[src/rtl/lacc_pkg.sv]
`default_nettype none
// ----------------------------------------------------------------------------
// lacc_pkg
// Shared types and constants for the lamp occupancy and alarm controller.
// ----------------------------------------------------------------------------
package lacc_pkg;

	localparam int unsigned CFG_INDEX_W = 3;
	localparam int unsigned CFG_DATA_W  = 23;

	localparam logic [CFG_INDEX_W-1:0] REG_LAMP_ON_THR  = 3'd0;
	localparam logic [CFG_INDEX_W-1:0] REG_LAMP_OFF_THR = 3'd1;
	localparam logic [CFG_INDEX_W-1:0] REG_PRESENCE_REQ = 3'd2;
	localparam logic [CFG_INDEX_W-1:0] REG_VACANCY_DLY  = 3'd3;
	localparam logic [CFG_INDEX_W-1:0] REG_GAS_THR      = 3'd4;

	// readings are in tenths, thresholds in whole units
	localparam logic [19:0] TENTHS_SCALE = 20'd10;
	localparam logic [31:0] US_PER_MS    = 32'd1000;

	typedef struct packed {
		logic [15:0] lamp_on_threshold;
		logic [15:0] lamp_off_threshold;
		logic        presence_required;
		logic [22:0] vacancy_delay_ms;
		logic [15:0] gas_alarm_threshold;
	} lacc_cfg_t;

	typedef struct packed {
		logic [31:0] now_us;
		logic [19:0] light_tenths;
		logic        person_present;
		logic        flame_seen;
		logic [19:0] gas_tenths;
	} lacc_item_t;

	typedef struct packed {
		logic        lamp_lit;
		logic [31:0] off_deadline;
		logic        fire_alarm_on;
		logic        gas_alarm_on;
		logic        buzzer_on;
		logic        fan_on;
	} lacc_state_t;

	typedef struct packed {
		logic lamp_out;
		logic buzzer_out;
		logic fan_out;
		logic fire_alarm_out;
		logic gas_alarm_out;
		logic fire_raised;
		logic fire_cleared;
		logic gas_raised;
		logic gas_cleared;
	} lacc_result_t;

endpackage
`default_nettype wire

[src/rtl/lamp_occupancy_and_alarm_controller.sv]
`default_nettype none
// Throughput: one sample per cycle while the result slot is free or being
// drained by out_ready; the single step stage sits between the input register
// and the result register, and the state updates on the same edge.
// Reset (arst_n low, asynchronous): config registers, lamp, deadline, alarms,
// buzzer and fan clear to zero and both pipeline stages empty.
// ----------------------------------------------------------------------------
// lamp_occupancy_and_alarm_controller
// Sensor sample in, lamp/buzzer/fan drives and alarm event pulses out.
// ----------------------------------------------------------------------------
module lamp_occupancy_and_alarm_controller
	import lacc_pkg::*;
(
	input  wire logic                   clk,
	input  wire logic                   arst_n,
	input  wire logic                   cfg_valid,
	output      logic                   cfg_ready,
	input  wire logic [CFG_INDEX_W-1:0] cfg_index,
	input  wire logic [CFG_DATA_W-1:0]  cfg_data,
	input  wire logic                   in_valid,
	output      logic                   in_ready,
	input  wire logic [31:0]            now_us,
	input  wire logic [19:0]            light_tenths,
	input  wire logic                   person_present,
	input  wire logic                   flame_seen,
	input  wire logic [19:0]            gas_tenths,
	output      logic                   out_valid,
	input  wire logic                   out_ready,
	output      logic                   lamp_out,
	output      logic                   buzzer_out,
	output      logic                   fan_out,
	output      logic                   fire_alarm_out,
	output      logic                   gas_alarm_out,
	output      logic                   fire_raised,
	output      logic                   fire_cleared,
	output      logic                   gas_raised,
	output      logic                   gas_cleared
);

	lacc_cfg_t    cfg;
	lacc_item_t   item_s1;
	logic         valid_s1;
	lacc_result_t res_s2;
	logic         valid_s2;
	lacc_state_t  state_q;
	lacc_state_t  state_nxt;
	lacc_result_t res_nxt;
	logic         advance;
	logic         in_fire;

	assign cfg_ready = 1'b1;

	lacc_cfg u_cfg (
		.clk      (clk),
		.arst_n   (arst_n),
		.wr_en    (cfg_valid && cfg_ready),
		.wr_index (cfg_index),
		.wr_data  (cfg_data),
		.cfg      (cfg)
	);

	// step the held sample when the result slot is free or being drained
	assign advance  = valid_s1 && (!valid_s2 || out_ready);
	assign in_ready = !valid_s1 || advance;
	assign in_fire  = in_valid && in_ready;

	always_ff @(posedge clk or negedge arst_n) begin
		if (!arst_n) begin
			valid_s1 <= 1'b0;
		end else if (in_ready) begin
			valid_s1 <= in_valid;
		end
	end

	always_ff @(posedge clk) begin
		if (in_fire) begin
			item_s1.now_us         <= now_us;
			item_s1.light_tenths   <= light_tenths;
			item_s1.person_present <= person_present;
			item_s1.flame_seen     <= flame_seen;
			item_s1.gas_tenths     <= gas_tenths;
		end
	end

	lacc_step u_step (
		.cfg  (cfg),
		.cur  (state_q),
		.item (item_s1),
		.nxt  (state_nxt),
		.res  (res_nxt)
	);

	always_ff @(posedge clk or negedge arst_n) begin
		if (!arst_n) begin
			state_q <= '0;
		end else if (advance) begin
			state_q <= state_nxt;
		end
	end

	always_ff @(posedge clk or negedge arst_n) begin
		if (!arst_n) begin
			valid_s2 <= 1'b0;
		end else if (advance) begin
			valid_s2 <= 1'b1;
		end else if (out_ready) begin
			valid_s2 <= 1'b0;
		end
	end

	always_ff @(posedge clk) begin
		if (advance) begin
			res_s2 <= res_nxt;
		end
	end

	assign out_valid      = valid_s2;
	assign lamp_out       = res_s2.lamp_out;
	assign buzzer_out     = res_s2.buzzer_out;
	assign fan_out        = res_s2.fan_out;
	assign fire_alarm_out = res_s2.fire_alarm_out;
	assign gas_alarm_out  = res_s2.gas_alarm_out;
	assign fire_raised    = res_s2.fire_raised;
	assign fire_cleared   = res_s2.fire_cleared;
	assign gas_raised     = res_s2.gas_raised;
	assign gas_cleared    = res_s2.gas_cleared;

`ifndef NO_ASSERTIONS
	a_deadline_needs_lamp: assert property (@(posedge clk) disable iff (!arst_n)
		(state_q.off_deadline != 32'd0) |-> state_q.lamp_lit)
		else $error("off deadline armed while lamp is off");

	a_gas_raise_drives: assert property (@(posedge clk) disable iff (!arst_n)
		(out_valid && gas_raised) |-> (gas_alarm_out && fan_out && buzzer_out))
		else $error("gas raise without alarm, fan and buzzer on");

	a_fire_pulse_state: assert property (@(posedge clk) disable iff (!arst_n)
		(out_valid && (fire_raised || fire_cleared)) |-> (fire_alarm_out == fire_raised))
		else $error("fire pulse disagrees with fire alarm state");

	a_result_follows_step: assert property (@(posedge clk) disable iff (!arst_n)
		advance |=> valid_s2)
		else $error("stepped sample did not reach result register");
`endif

endmodule
`default_nettype wire

[src/rtl/lacc_cfg.sv]
`default_nettype none
// ----------------------------------------------------------------------------
// lacc_cfg
// Configuration register file; writes to unknown indexes are dropped.
// ----------------------------------------------------------------------------
module lacc_cfg
	import lacc_pkg::*;
(
	input  wire logic                   clk,
	input  wire logic                   arst_n,
	input  wire logic                   wr_en,
	input  wire logic [CFG_INDEX_W-1:0] wr_index,
	input  wire logic [CFG_DATA_W-1:0]  wr_data,
	output lacc_cfg_t                   cfg
);

	lacc_cfg_t cfg_q;

	always_ff @(posedge clk or negedge arst_n) begin
		if (!arst_n) begin
			cfg_q <= '0;
		end else if (wr_en) begin
			unique case (wr_index)
				REG_LAMP_ON_THR:  cfg_q.lamp_on_threshold   <= wr_data[15:0];
				REG_LAMP_OFF_THR: cfg_q.lamp_off_threshold  <= wr_data[15:0];
				REG_PRESENCE_REQ: cfg_q.presence_required   <= wr_data[0];
				REG_VACANCY_DLY:  cfg_q.vacancy_delay_ms    <= wr_data[22:0];
				REG_GAS_THR:      cfg_q.gas_alarm_threshold <= wr_data[15:0];
				default: begin
				end
			endcase
		end
	end

	assign cfg = cfg_q;

endmodule
`default_nettype wire

[src/rtl/lacc_step.sv]
`default_nettype none
// ----------------------------------------------------------------------------
// lacc_step
// Combinational update for one sample: deadline, lamp branches, alarms.
// ----------------------------------------------------------------------------
module lacc_step
	import lacc_pkg::*;
(
	input  wire lacc_cfg_t   cfg,
	input  wire lacc_state_t cur,
	input  wire lacc_item_t  item,
	output lacc_state_t      nxt,
	output lacc_result_t     res
);

	logic [19:0] on_thr10;
	logic [19:0] off_thr10;
	logic [19:0] gas_thr10;
	logic [31:0] delay_us;
	logic [31:0] arm_sum;
	logic        arm_wrap;
	logic        dl_passed;
	logic        fire_cond;
	logic        f_raise;
	logic        f_clear;
	logic        g_raise;
	logic        g_clear;

	assign on_thr10  = {4'd0, cfg.lamp_on_threshold} * TENTHS_SCALE;
	assign off_thr10 = {4'd0, cfg.lamp_off_threshold} * TENTHS_SCALE;
	assign gas_thr10 = {4'd0, cfg.gas_alarm_threshold} * TENTHS_SCALE;
	// product wraps at 32 bits like the time base
	assign delay_us  = {9'd0, cfg.vacancy_delay_ms} * US_PER_MS;
	assign arm_sum   = item.now_us + delay_us;
	assign arm_wrap  = (arm_sum != 32'd0) && (item.now_us > arm_sum);
	assign dl_passed = (cur.off_deadline != 32'd0) && (item.now_us > cur.off_deadline);
	assign fire_cond = !item.person_present && item.flame_seen;

	always_comb begin
		nxt     = cur;
		f_raise = 1'b0;
		f_clear = 1'b0;
		g_raise = 1'b0;
		g_clear = 1'b0;

		if (dl_passed) begin
			nxt.lamp_lit     = 1'b0;
			nxt.off_deadline = 32'd0;
		end

		priority if (item.light_tenths < on_thr10) begin
			if (!cfg.presence_required || item.person_present) begin
				if (!nxt.lamp_lit) begin
					nxt.lamp_lit     = 1'b1;
					nxt.off_deadline = 32'd0;
				end
			end else if (nxt.off_deadline == 32'd0 && nxt.lamp_lit) begin
				if (arm_wrap) begin
					nxt.lamp_lit     = 1'b0;
					nxt.off_deadline = 32'd0;
				end else begin
					nxt.off_deadline = arm_sum;
				end
			end
		end else if (item.light_tenths > off_thr10 && nxt.lamp_lit) begin
			nxt.lamp_lit     = 1'b0;
			nxt.off_deadline = 32'd0;
		end else if (cfg.presence_required && nxt.off_deadline == 32'd0 && nxt.lamp_lit) begin
			// between thresholds: arm regardless of presence
			if (arm_wrap) begin
				nxt.lamp_lit     = 1'b0;
				nxt.off_deadline = 32'd0;
			end else begin
				nxt.off_deadline = arm_sum;
			end
		end else begin
			// hold lamp and deadline
		end

		if (fire_cond) begin
			if (!cur.fire_alarm_on) begin
				nxt.fire_alarm_on = 1'b1;
				nxt.buzzer_on     = 1'b1;
				f_raise           = 1'b1;
			end
		end else if (cur.fire_alarm_on) begin
			nxt.fire_alarm_on = 1'b0;
			nxt.buzzer_on     = 1'b0;
			f_clear           = 1'b1;
		end

		// gas handled last, so it has the final word on the shared buzzer
		if (item.gas_tenths > gas_thr10) begin
			if (!cur.gas_alarm_on) begin
				nxt.gas_alarm_on = 1'b1;
				nxt.buzzer_on    = 1'b1;
				nxt.fan_on       = 1'b1;
				g_raise          = 1'b1;
			end
		end else if (cur.gas_alarm_on) begin
			nxt.gas_alarm_on = 1'b0;
			nxt.buzzer_on    = 1'b0;
			nxt.fan_on       = 1'b0;
			g_clear          = 1'b1;
		end
	end

	always_comb begin
		res.lamp_out       = nxt.lamp_lit;
		res.buzzer_out     = nxt.buzzer_on;
		res.fan_out        = nxt.fan_on;
		res.fire_alarm_out = nxt.fire_alarm_on;
		res.gas_alarm_out  = nxt.gas_alarm_on;
		res.fire_raised    = f_raise;
		res.fire_cleared   = f_clear;
		res.gas_raised     = g_raise;
		res.gas_cleared    = g_clear;
	end

endmodule
`default_nettype wire
[config.mk]
export PLATFORM = sky130hd
export DESIGN_NAME = lamp_occupancy_and_alarm_controller
export DESIGN_NICKNAME = d
export VERILOG_FILES = /design/src/rtl/lacc_pkg.sv /design/src/rtl/lamp_occupancy_and_alarm_controller.sv /design/src/rtl/lacc_cfg.sv /design/src/rtl/lacc_step.sv
export SDC_FILE = /design/constraint.sdc
export NUM_CORES = 1
export LEC_CHECK = 0
export ABC_CLOCK_PERIOD_IN_PS = 8800
export BUFFER_PORTS_ARGS = -buffer_cell sky130_fd_sc_hd__buf_4
export CORE_MARGIN = 10
export CORE_UTILIZATION = 63
export CTS_CLUSTER_DIAMETER = 120
export DETAILED_ROUTE_END_ITERATION = 8
export PLACE_DENSITY_LB_ADDON = 0.3
export SLEW_MARGIN = 20
export SYNTH_ARGS = -nofsm -noshare
export SYNTH_HDL_FRONTEND = slang
export SYNTH_HIERARCHICAL = 1
export SYNTH_SLANG_ARGS = --single-unit
[constraint.sdc]
create_clock -name clk -period 8.8 [get_ports clk]
set_input_delay 0.44 -clock clk [delete_from_list [all_inputs] [get_ports clk]]
set_output_delay 0.44 -clock clk [all_outputs]
set_load 0.02 [all_outputs]
==> impl_metrics.tcl <==
set metrics [dict create \
    worstPathRequired_ns 9.19 \
    synth-seq-area-share_pct 29.6 \
    fin_nets 2275 \
    place_hpwl_mm 32.3 \
    routed_wirelength_mm 40.2 \
    synth.distinct_cells 84 \
    drt-initial-drc-count 749 \
    synth.avg_cell_area_um2 10.6 \
    crit_type "register to register" \
    drc 0 \
    multiInputGateArea_um2 11400 \
    drive_gt1_share_pct 17.1 \
    core_area_um2 27800 \
    insertion_delay_ns 0.46 \
    htreeDepth 4 \
    synth_simple_gate_area_share_pct 8.86 \
    grt_max_degree 75 \
    arrival_ns 8.73 \
    critPathTopFamily "compound AO/OA/AOI/OAI gates" \
    cp_common_cell "a21o_1" \
    initial_utilization_pct 64.0 \
    design_area_um2 19600 \
    antenna_found_initial 0 \
    fin_crit_ns 8.34 \
    synth_xor_area_share_pct 3.65 \
    syn-cell-area_um2 17800 \
    hold_viol 0 \
    drv_slew 0 \
    portBuffers 115 \
    synth_top_area_cell "ha_1" \
    gp_congestion 0.952 \
    io_pins 117 \
    worst_pin_slew_ns 1.05 \
    synth_edf_count 83 \
    worstPathMaxFanout 28 \
    overflow 0 \
    period_share_pct 94.8 \
    cp_slowest_cell "fa_1" \
    synth_cells 1680 \
    finalSetupViolations 0 \
    placed_cells 2142 \
    vias 12800 \
    crit_buf_inv 4 \
    grt_pass1_vias 13500 \
    synth_compound_area_share_pct 13.6 \
    clk_pin_slew_ns 0.08 \
    drt_pass1_iterations 5 \
    setup_tns_ns 0 \
    cts_made_buffers 17 \
    cts_tree "built" \
    yosysWarnings 6 \
    yosys-top-cells-count "ha_1, inv_1, dfrtp_1" \
    grt_first_pass_wirelength_mm 67.0 \
    synth_top_family_by_area "adder cells" \
    maxCapViolCount 0 \
    synthAdderAreaFrac_pct 30.4 \
    root_buffer "clkbuf_16" \
    yosys-top-cells-area "ha_1, dfrtp_1, edfxtp_1" \
    instances_no_fill 2182 \
    endpoint_kind "register" \
    die_y_um 188 \
    n_antenna_cell 0 \
    synth-main-ff-cell "dfrtp_1" \
    relSlewSlack_pct 29.7 \
    synth_top_area_share_pct 20.6 \
    placed_cell_area_um2 18900 \
    wl_per_cell_um 18.4 \
    hold_class "primary input to register" \
    fin_skew_ns 0.0140 \
    regArea_um2 5270 \
    max_freq_ghz 0.120 \
    vias_per_cell 5.88 \
    status "finished, final reports clean" \
    syn-num-nets 2164 \
    fp.dieArea_um2 35300 \
    cpPeakStageDelay_ns 0.54 \
    pre_cts_slack_ns 0.223 \
    die_w_um 188 \
    clk_path_buf_depth 2 \
    syn_to_final_growth_pct 10.1 \
    startpoint_type "register" \
    yosysMostFrequentCell "ha_1" \
    rows 61 \
    synth-seq-cells 194 \
    async_flop_share_pct 57.2 \
    setup_ws_ns 0.461 \
    muxShareOfSynthArea_pct 7.59 \
    grt_usage_pct 23.1 \
    ant_nets 0 \
    cts_sinks 194 \
    fill_cells 2115 \
]
==> state kept, by name, indices dropped and copies added, names as in the netlist <==
name	flops
buzzer_out	1
gas_raised	1
lamp_out	1
out_valid	1
fire_raised	1
gas_alarm_out	1
u_cfg/cfg	72
gas_cleared	1
valid_s1	1
fire_alarm_out	1
fan_out	1
item_s1	74
state_q	37
fire_cleared	1
==> logic make-up (layout without fill, tap and decap cells) <==
family,after synthesis,in the layout
adders and majority gates,380,380
AOI/OAI and AO/OA,362,362
and+or+nand+nor,291,291
buffers and inverters,264,388
DFF,194,194
muxes,114,114
xor gates and xnor gates,74,74
other,1,1
==> placed cells by master, fill, tap and decap left out, types with 20 or more instances in the layout <==
cell type / count
buf_4: 124
fa_1: 86
nor2_1: 63
nor2b_1: 25
nand4_1: 25
edfxtp_1: 83
ha_1: 293
a21o_1: 62
nand3_1: 32
inv_1: 223
a21oi_1: 94
nand2_1: 47
dfrtp_1: 108
xor2_1: 34
o22ai_1: 20
mux2_2: 90
o21ai_0: 63
xnor2_1: 39
==> layout make-up <==
type,instances,share of cell area (%)
Clock buffer,19,2.43
Multi-Input combinational cell,1222,58.4
Clock inverter,13,0.556
Tap cell,378,2.42
Timing Repair Buffer,126,4.87
Sequential cell,194,27.0
Inverter,230,4.41
==> layer usage <==
metal	global-route usage, %	vias up	part of all wire (%)
li1	-	6233	-
met2	39.4	310	49
met4	8.68	0	3.3
met1	28.7	6211	44
met5	0	-	0
met3	3.91	68	3.9
==> path summary, 6_finish.rpt <==
kind,endpoint,from,cells past startpoint,slack [ns]
max,state_q[24]$_DFFE_PN0P_,u_cfg/cfg[17]$_DFFE_PN0P_,35,0.46
max reg2reg,state_q[24]$_DFFE_PN0P_,u_cfg/cfg[17]$_DFFE_PN0P_,35,0.46
min reg2reg,state_q[2]$_DFFE_PN0P_,state_q[2]$_DFFE_PN0P_,1,0.51
max in group asynchronous,u_cfg/cfg[16]$_DFFE_PN0P_,arst_n,3,6.91
min,item_s1[58]$_DFFE_PP_,now_us[16],1,0.15
min in group asynchronous,state_q[30]$_DFFE_PN0P_,arst_n,2,0.51
==> worst reg2reg max path, delay by kind of cell, from the launching register on <==
| kind | cells | cell delay [ns] |
|---|---|---|
| adder cells (fa/ha/maj) | 7 | 3.04 |
| AO/OA/AOI/OAI | 19 | 3.74 |
| multiplexers | 1 | 0.19 |
| buffers and inverters | 4 | 0.40 |
| XOR/XNOR | 1 | 0.14 |
| AND/OR/NAND/NOR | 3 | 0.28 |
| flip-flops | 1 | 0.45 |
==> repair_timing <==
action | 4_1_cts | 5_1_grt
hold endpoints to repair | 40 | 0
hold buffers | 1 | 0
setup buffers | 0 | 6
resized for setup | 0 | 18
setup endpoints to repair | 0 | 34
==> stage by stage <==
step	utilization, %	hold slack [ns]
2_1_floorplan	-	0.144
3_3_place_gp	68.0	0.465
3_5_place_dp	68.0	0.459
4_1_cts	70.1	0.130
5_1_grt	70.4	0.130
6_report	70.4	0.152
Power is not shown: default switching activity piles up to over one toggle a cycle in this logic, so the estimate is an artifact.
